==> config.mk <==
export PLATFORM = sky130hd
export DESIGN_NAME = signed_decimal_to_ascii
export DESIGN_NICKNAME = d
export VERILOG_FILES = /design/src/rtl/sdta_pkg.sv /design/src/rtl/signed_decimal_to_ascii.sv
export SDC_FILE = /design/constraint.sdc
export NUM_CORES = 1
export LEC_CHECK = 0
export ABC_AREA = 1
export BUFFER_PORTS_ARGS = -buffer_cell sky130_fd_sc_hd__buf_2
export CORE_MARGIN = 2
export CORE_UTILIZATION = 61
export CTS_CLUSTER_DIAMETER = 60
export DETAILED_ROUTE_END_ITERATION = 16
export PLACE_DENSITY = 0.92
export SLEW_MARGIN = 40
export SYNTH_ARGS = -nofsm -noshare
export SYNTH_HDL_FRONTEND = slang
export SYNTH_SLANG_ARGS = --single-unit
export TNS_END_PERCENT = 100
==> constraint.sdc <==
create_clock -name clk -period 4.2 [get_ports clk]
set_input_delay 0 -clock clk [delete_from_list [all_inputs] [get_ports clk]]
set_output_delay 0 -clock clk [all_outputs]
set_load 0.05 [all_outputs]
==> src/rtl/sdta_pkg.sv <==
// sdta_pkg: shared constants for the signed decimal to ASCII converter.
// No dependencies.
package sdta_pkg;

    localparam int VALUE_BITS = 32;
    // decimal digits needed for 2^VALUE_BITS - 1 (log10(2) ~ 0.30103)
    localparam int DIGITS     = (VALUE_BITS * 30103) / 100000 + 1;
    localparam int BCD_W      = 4 * DIGITS;
    localparam int CNT_W      = $clog2(VALUE_BITS + 1);
    localparam int LEFT_W     = $clog2(DIGITS + 1);

    localparam logic [7:0] CHAR_MINUS = 8'd45;
    localparam logic [7:0] CHAR_ZERO  = 8'd48;

    typedef logic [BCD_W-1:0] bcd_t;

endpackage

==> src/rtl/signed_decimal_to_ascii.sv <==
// signed_decimal_to_ascii: two's complement integer to decimal ASCII text.
// Depends on sdta_pkg.
//
// One input beat (number) produces 1 to 11 output beats (char_code, last_char): an optional
// '-' then the digits most significant first, no leading zeros, last_char set on the final
// one. The most negative value prints as -2147483648. The input is taken only when the block
// is idle. A single shift-add-3 unit runs once per input bit, then leading zero digits are
// shifted out one per cycle, then characters leave one per cycle through an output register
// while out_stall is low; a stalled character is held.
module signed_decimal_to_ascii (
    input  logic              clk,
    input  logic              rst_n,
    input  logic              in_valid,
    output logic              in_stall,
    input  logic signed [31:0] number,
    output logic              out_valid,
    input  logic              out_stall,
    output logic [7:0]        char_code,
    output logic              last_char
);

    localparam logic [2:0] ST_IDLE  = 3'd0;
    localparam logic [2:0] ST_CONV  = 3'd1;
    localparam logic [2:0] ST_TRIM  = 3'd2;
    localparam logic [2:0] ST_SIGN  = 3'd3;
    localparam logic [2:0] ST_DIGIT = 3'd4;

    logic [2:0]                       state_reg, state_next;
    logic [sdta_pkg::CNT_W-1:0]       cnt_reg, cnt_next;
    logic [sdta_pkg::LEFT_W-1:0]      left_reg, left_next;
    logic [sdta_pkg::VALUE_BITS-1:0]  mag_reg, mag_next;
    sdta_pkg::bcd_t                   bcd_reg, bcd_next;
    logic                             neg_reg, neg_next;
    logic                             out_valid_reg, out_valid_next;
    logic [7:0]                       char_code_reg, char_code_next;
    logic                             last_char_reg, last_char_next;

    logic [sdta_pkg::VALUE_BITS-1:0]  in_val;
    logic                             in_neg;
    sdta_pkg::bcd_t                   bcd_adj;
    logic [3:0]                       top_digit;
    logic                             out_free;
    logic                             in_fire;

    assign in_val    = number[sdta_pkg::VALUE_BITS-1:0];
    assign in_neg    = in_val[sdta_pkg::VALUE_BITS-1];
    assign top_digit = bcd_reg[sdta_pkg::BCD_W-1 -: 4];
    assign out_free  = !out_valid_reg || !out_stall;
    assign in_stall  = (state_reg != ST_IDLE);
    assign in_fire   = in_valid && !in_stall;

    // add-3 correction on every digit
    always_comb
    begin
        for (int i = 0; i < sdta_pkg::DIGITS; i++)
        begin
            if (bcd_reg[4*i +: 4] >= 4'd5)
            begin
                bcd_adj[4*i +: 4] = bcd_reg[4*i +: 4] + 4'd3;
            end
            else
            begin
                bcd_adj[4*i +: 4] = bcd_reg[4*i +: 4];
            end
        end
    end

    always_comb
    begin
        state_next     = state_reg;
        cnt_next       = cnt_reg;
        left_next      = left_reg;
        mag_next       = mag_reg;
        bcd_next       = bcd_reg;
        neg_next       = neg_reg;
        out_valid_next = out_valid_reg && out_stall;
        char_code_next = char_code_reg;
        last_char_next = last_char_reg;

        case (state_reg)
            ST_IDLE:
            begin
                if (in_fire)
                begin
                    neg_next   = in_neg;
                    mag_next   = in_neg ? (~in_val + 1'b1) : in_val;
                    bcd_next   = '0;
                    cnt_next   = sdta_pkg::CNT_W'(sdta_pkg::VALUE_BITS);
                    left_next  = sdta_pkg::LEFT_W'(sdta_pkg::DIGITS);
                    state_next = ST_CONV;
                end
            end
            ST_CONV:
            begin
                bcd_next = {bcd_adj[sdta_pkg::BCD_W-2:0], mag_reg[sdta_pkg::VALUE_BITS-1]};
                mag_next = {mag_reg[sdta_pkg::VALUE_BITS-2:0], 1'b0};
                cnt_next = cnt_reg - 1'b1;
                if (cnt_reg == sdta_pkg::CNT_W'(1))
                begin
                    state_next = ST_TRIM;
                end
            end
            ST_TRIM:
            begin
                if (top_digit == 4'd0 && left_reg != sdta_pkg::LEFT_W'(1))
                begin
                    bcd_next  = {bcd_reg[sdta_pkg::BCD_W-5:0], 4'd0};
                    left_next = left_reg - 1'b1;
                end
                else
                begin
                    state_next = neg_reg ? ST_SIGN : ST_DIGIT;
                end
            end
            ST_SIGN:
            begin
                if (out_free)
                begin
                    out_valid_next = 1'b1;
                    char_code_next = sdta_pkg::CHAR_MINUS;
                    last_char_next = 1'b0;
                    state_next     = ST_DIGIT;
                end
            end
            ST_DIGIT:
            begin
                if (out_free)
                begin
                    out_valid_next = 1'b1;
                    char_code_next = sdta_pkg::CHAR_ZERO + {4'd0, top_digit};
                    last_char_next = (left_reg == sdta_pkg::LEFT_W'(1));
                    bcd_next       = {bcd_reg[sdta_pkg::BCD_W-5:0], 4'd0};
                    left_next      = left_reg - 1'b1;
                    if (left_reg == sdta_pkg::LEFT_W'(1))
                    begin
                        state_next = ST_IDLE;
                    end
                end
            end
            default:
            begin
                state_next = ST_IDLE;
            end
        endcase
    end

    always_ff @(posedge clk or negedge rst_n)
    begin
        if (!rst_n)
        begin
            state_reg     <= ST_IDLE;
            cnt_reg       <= '0;
            left_reg      <= '0;
            out_valid_reg <= 1'b0;
        end
        else
        begin
            state_reg     <= state_next;
            cnt_reg       <= cnt_next;
            left_reg      <= left_next;
            out_valid_reg <= out_valid_next;
        end
    end

    always_ff @(posedge clk)
    begin
        mag_reg       <= mag_next;
        bcd_reg       <= bcd_next;
        neg_reg       <= neg_next;
        char_code_reg <= char_code_next;
        last_char_reg <= last_char_next;
    end

    assign out_valid = out_valid_reg;
    assign char_code = char_code_reg;
    assign last_char = last_char_reg;

    a_char_legal: assert property (@(posedge clk) disable iff (!rst_n)
        out_valid |-> (char_code == sdta_pkg::CHAR_MINUS)
                   || (char_code >= sdta_pkg::CHAR_ZERO && char_code <= 8'd57))
        else $error("illegal character code");

    a_minus_not_last: assert property (@(posedge clk) disable iff (!rst_n)
        (out_valid && char_code == sdta_pkg::CHAR_MINUS) |-> !last_char)
        else $error("minus sign flagged as last beat");

    a_conv_count: assert property (@(posedge clk) disable iff (!rst_n)
        (state_reg == ST_CONV) |-> (cnt_reg != '0))
        else $error("bit counter underflow");

    a_digits_left: assert property (@(posedge clk) disable iff (!rst_n)
        (state_reg == ST_TRIM || state_reg == ST_SIGN || state_reg == ST_DIGIT)
            |-> (left_reg != '0))
        else $error("digit counter underflow");

    a_no_beat_loss: assert property (@(posedge clk) disable iff (!rst_n)
        (out_valid && out_stall) |=> out_valid)
        else $error("stalled beat dropped");

endmodule

# Yosys cells after proc, flatten, opt, wreduce, memory -nomap -nowiden
# Index checks and enable logic that the tools add are counted.
word_totals:
  in_bits: 36
  wordCells: 108
  ff_bits: 96
classes:
  n_bitwise: 1
  add_sub_neg: 14
  magnitude_cmp: 10
  n_reduce_logical: 21
  n_mux: 39
  n_eq_ne: 14
ops:
  columns: ["operator", "n"]
  rows:
  - ["$pmux 40 s4", 1]
  - ["$mux 40", 3]
  - ["$mux 32", 2]
  - ["$pmux 32 s2", 1]
  - ["$mux 4", 12]
  - ["$ge 4x3->1 const B", 10]
  - ["$add 4x2->4 const B", 9]
  - ["$add 32x1->32 const B", 1]
  - ["$not 32->32", 1]
  - ["$mux 3", 8]
  - ["$mux 8", 2]
  - ["$pmux 8 s2", 1]
  - ["$pmux 3 s5", 1]
  - ["$ne 2x2->1 const B", 7]
  - ["$pmux 4 s3", 1]
  - ["$pmux 6 s2", 1]
  - ["$reduce_and 4->1", 2]
  - ["$add 6x4->7 const A", 1]
  - ["$eq 3x2->1 const B", 2]
  - ["$eq 6x1->1 const B", 1]
  - ["$mux 6", 1]
  - ["$reduce_and 6->1", 1]
  - ["$reduce_bool 3->1", 2]
  - ["$sub 6x1->6 const B", 1]
  - ["other kinds (18)", 27]

# Longest topological paths before layout
depth:
  ltp_word: 5
  ltp_mapped: 11

# Worst setup path after synthesis
# No wires, ideal clock.
synth_path:
  path_kind: "flip-flop to flip-flop"
  startpoint: "register out_valid_reg, in the netlist out_valid"
  endpoint: "register bcd_reg[0] (enable)"
  path_stages_with_launch: 8
  period_less_slack_ps: 3465
  required_time_ps: 3749
  path_slack_ps: 735
  arrival_time_ps: 3014
  setup_ps: 451
  path_cell_list: "dfrtp_1 nand2_1 inv_1 nand2_1 nand2_1 inv_2 nand2_2 a21oi_1"
synth_via:
  elab_chain_len: 4
synth_lines:
  columns: ["item", "line_no", "rtl"]
  rows:
  - ["start: declaration", "signed_decimal_to_ascii.sv:34", "logic out_valid_reg, out_valid_next;"]
  - ["start signal: assignment", "signed_decimal_to_ascii.sv:161", "out_valid_reg <= out_valid_next;"]
  - ["$logic_not 1->1", "signed_decimal_to_ascii.sv:48", "assign out_free = !out_valid_reg || !out_stall;"]
  - ["$logic_or 1x1->1", "signed_decimal_to_ascii.sv:48", null]
  - ["$ne 2x2->1 (no source line)", null, null]
  - ["$reduce_and 4->1 (no source line)", null, null]
  - ["end signal: assignment", "signed_decimal_to_ascii.sv:168", "bcd_reg <= bcd_next;"]
  - ["end: declaration", "signed_decimal_to_ascii.sv:32", "sdta_pkg::bcd_t bcd_reg, bcd_next;"]
# No other way between the ends.
# A chain may end at the register's enable or synchronous reset.

# Worst setup path in the final report
layout_path:
  startpoint: "register state_reg[2]"
  endpoint: "register cnt_reg[5] (netlist name)"
layout_via:
  elab_chain_len: 5
layout_lines:
  columns: ["item", "line_no", "rtl"]
  rows:
  - ["start: declaration", "signed_decimal_to_ascii.sv:28", "logic [2:0] state_reg, state_next;"]
  - ["start signal: assignment", "signed_decimal_to_ascii.sv:158", "state_reg <= state_next;"]
  - ["$reduce_bool 3->1", "signed_decimal_to_ascii.sv:49", "assign in_stall = (state_reg != ST_IDLE);"]
  - ["$logic_not 1->1", "signed_decimal_to_ascii.sv:50", "assign in_fire = in_valid && !in_stall;"]
  - ["$logic_and 1x1->1", "signed_decimal_to_ascii.sv:50", null]
  - ["$ne 2x2->1 (no source line)", null, null]
  - ["$reduce_and 2->1 (no source line)", null, null]
  - ["end signal: assignment", "signed_decimal_to_ascii.sv:159", "cnt_reg <= cnt_next;"]
  - ["end: declaration", "signed_decimal_to_ascii.sv:29", "logic [sdta_pkg::CNT_W-1:0] cnt_reg, cnt_next;"]
# Several ways; a longest one is shown, not always the timed one.

==> metrics <==
startpoint types flop; Synth Instances 723; vias in the first global route 4636; Hold WS 27.1 ps; vias per inst ~5.6; final worst setup slack between 1500 and 2000 ps; leading area contributor after synthesis edfxtp_1; Final Hold Viols 0; Max-Cap Viols 0; Area contributors post-synth edfxtp_1 (40%), nand2_1 (10%), o21ai_0 (6.4%); post-cts repair resize count 0; clock buffer depth 2; die footprint ~10000 sq um; Hold Buf Count CTS 2; Worst Path Required approximately 4500 ps; CTS tree done; H-tree Lvls 3; antenna cell count 0; Overall Global Routing Usage between 20% and 30%; Routed Antenna Nets 0; iteration count of the initial detailed-routing pass 5; Final Slew Violations 0; Setup Fix Bufs, Post-CTS 0; Post-Synth XOR/XNOR Area about 3%; status completed; Critical Path End cnt_reg[5]; Worst-Margin Slew a little over 700 ps; largest net degree at the start of global routing 64; CTS Buf Count 9; Yosys reg bits 93; reg2reg path depth 9; DRC 0; Clock transition at path regs around 90 ps; Clk Latency, worst-skew pair 360 ps; ratio of cells with drive above 1 in the final layout between 10% and 20%; CP arrival 2640 ps; Tcrit/Tclk final between 50% and 60%; area grow syn2layout 8.58%; reg2reg setup slack between 1500 and 2000 ps; IO Port Bufs 43; initial antenna violation count 0; CP max stage delay 610 ps; Synth Area in Simple Gates 23.6%; Achievable Freq approximately 0.42 GHz; Remaining Overflow, GRT 0; Leakage about 2.8 nW; overall routed net length roughly 12000 microns; CP bufs+invs 4; clk_skew between 15 and 20 ps; Final #Nets between 800 and 900; Sum Neg Setup Slack 0 ps; kind of critical path flop to flop; total stage count of the critical path 9; Final GP Congestion 0.944; routed length per instance roughly 14 microns; pre-CTS setup slack 1840 ps; DR iter-0 viols 280; Synth Area in Compound Gates 12.9%; unrepaired setup endpoints after global routing false; Post-Syn Area 5880 sq um; Reg-to-Reg Start state_reg[2]; Synth Area in Adders between 5 and 6%; Largest register FFs 40; clk sinks between 90 and 100; largest family of logic cells by synthesized area simple AND/OR/NAND/NOR gates; Syn Area/Cell 8.13 sq um; Row Count 35; Layout fillers ~720; Worst path slowest cell inv_2; slew margin rel. between 50 and 60%; Root Buffer clkbuf_8; worst hold-check path type input pin to flop; Final Cell Area ~6400 sq um; critical path's top delay family buffers and inverters; R2R Path End cnt_reg[5]; Max VDD drop ~450 uV; post-synthesis mux area share less than 1%; chip height between 100 and 150 microns; Seq/Total Area, Yosys 46.3%; crit-path cells inv_1, nand3_4, buf_4, inv_2, nand2_1, nor3_2, nand2_1, o21ai_1, inv_1; count of different cell masters after synthesis ~40; crit path max fanout 63; core area 9280 sq um; via count roughly 5.0k; Ports 47; top cell type's share of synthesized area between 40% and 50%; fin crit period around 2400 ps; power density over cell area around 770 nW/um^2; Post-DP Area 6180 sq um; synth warn 0; Setup crit end kind flop; Starting Density a little over three fifths; Die Wd roughly 100 microns; first-pass GRT wire length around 20000 microns; final setup fails 0; Post-DP HPWL ~9000 microns; Critical path origin state_reg[2]
## power breakdown
group,switching [W],total (W),internal (W)
clock network,0.000309,0.000564,0.000255
registers,0.000275,0.00204,0.00176
logic,0.00159,0.00229,0.000693
total,0.00218,0.00489,0.00271
## through the flow
stage | power [W] | util, % | instances
6_report | 0.00489 | 68.7 | 895
5_1_grt | 0.00528 | 68.7 | 895
4_1_cts | 0.00488 | 68.7 | 895
3_5_place_dp | 0.00431 | 66.5 | 877
3_3_place_gp | 0.00412 | 66.5 | 877
2_1_floorplan | 0.00374 | - | 724
## worst min-delay path, cell delays in order
cell and delay (ps):
buf_2 90, inv_1 60, nor2_1 110
## cell usage in the layout (no fill, tap or decap), types with 3 or more instances in the layout
cell type | synthesis | final
a21oi_1 | 25 | 24
buf_2 | 10 | 43
buf_4 | 5 | 4
o21ai_0 | 75 | 75
nand3_1 | 53 | 53
o21ai_1 | 6 | 6
nor2_1 | 85 | 84
conb_1 | 2 | 3
nand2_1 | 164 | 164
xor2_1 | 19 | 19
clkbuf_8 | 0 | 9
ha_1 | 26 | 26
inv_1 | 97 | 97
nor3_1 | 3 | 3
edfxtp_1 | 79 | 79
or2_2 | 3 | 3
nand4_1 | 7 | 7
o32ai_1 | 16 | 16
dfrtp_1 | 14 | 14
## area by class of cell
class                           count  area, sq um  area share (%)
Timing Repair Buffer               49          265            4.16
Sequential cell                    93         2720            42.7
Inverter                           99          372            5.82
Clock buffer                       12          156            2.45
Tap cell                          129          161            2.53
Multi-Input combinational cell    509         2680            41.9
Clock inverter                      4         28.8           0.451
## kinds of logic after synthesis
group / count (synthesis)
other: 2
and+or+nand+nor: 326
AOI/OAI and AO/OA: 133
DFF: 93
xor gates and xnor gates: 20
buffers and inverters: 122
adders and majority gates: 26
muxes: 1
## Yosys cell counts
| master | instances |
|---|---|
| a21oi_1 | 25 |
| a31oi_1 | 2 |
| and2_1 | 1 |
| buf_1 | 2 |
| buf_2 | 10 |
| buf_4 | 5 |
| buf_6 | 1 |
| clkbuf_1 | 5 |
| conb_1 | 2 |
| dfrtp_1 | 14 |
| edfxtp_1 | 79 |
| ha_1 | 26 |
| inv_1 | 97 |
| inv_2 | 2 |
| mux2i_1 | 1 |
| nand2_1 | 164 |
| nand2_2 | 1 |
| nand3_1 | 53 |
| nand3_4 | 1 |
| nand3b_1 | 2 |
| nand4_1 | 7 |
| nand4_2 | 1 |
| nor2_1 | 85 |
| nor2_2 | 1 |
| nor2_4 | 1 |
| nor3_1 | 3 |
| nor3_2 | 1 |
| nor3_4 | 1 |
| nor4_1 | 1 |
| o211ai_1 | 2 |
| o21a_1 | 2 |
| o21ai_0 | 75 |
| o21ai_1 | 6 |
| o21ai_2 | 1 |
| o21bai_1 | 2 |
| o22ai_1 | 1 |
| o22ai_2 | 1 |
| o32ai_1 | 16 |
| or2_2 | 3 |
| xnor2_1 | 1 |
| xor2_1 | 19 |
## per-layer routing
layer	up-vias	wire length [microns]	global-route usage [%]
met4	0	238	8.92
met5	-	0	0
met2	190	5970	41.8
met3	24	713	3.01
met1	2319	5360	33.1
li1	2485	-	-
## worst min path at each step
stage / start / endpoint / slack, ps / cells past startpoint
final: number[0] / mag_reg[0] / 30 / 3
after global routing: number[3] / mag_reg[3] / 50 / 3
after CTS: number[0] / mag_reg[0] / 10 / 3
after detailed placement: rst_n / left_reg[1] / -90 / 1
after global placement: rst_n / left_reg[1] / -100 / 1
after floorplan: rst_n / cnt_reg[0] / -300 / 0
Power figures use the tool's default switching activity.
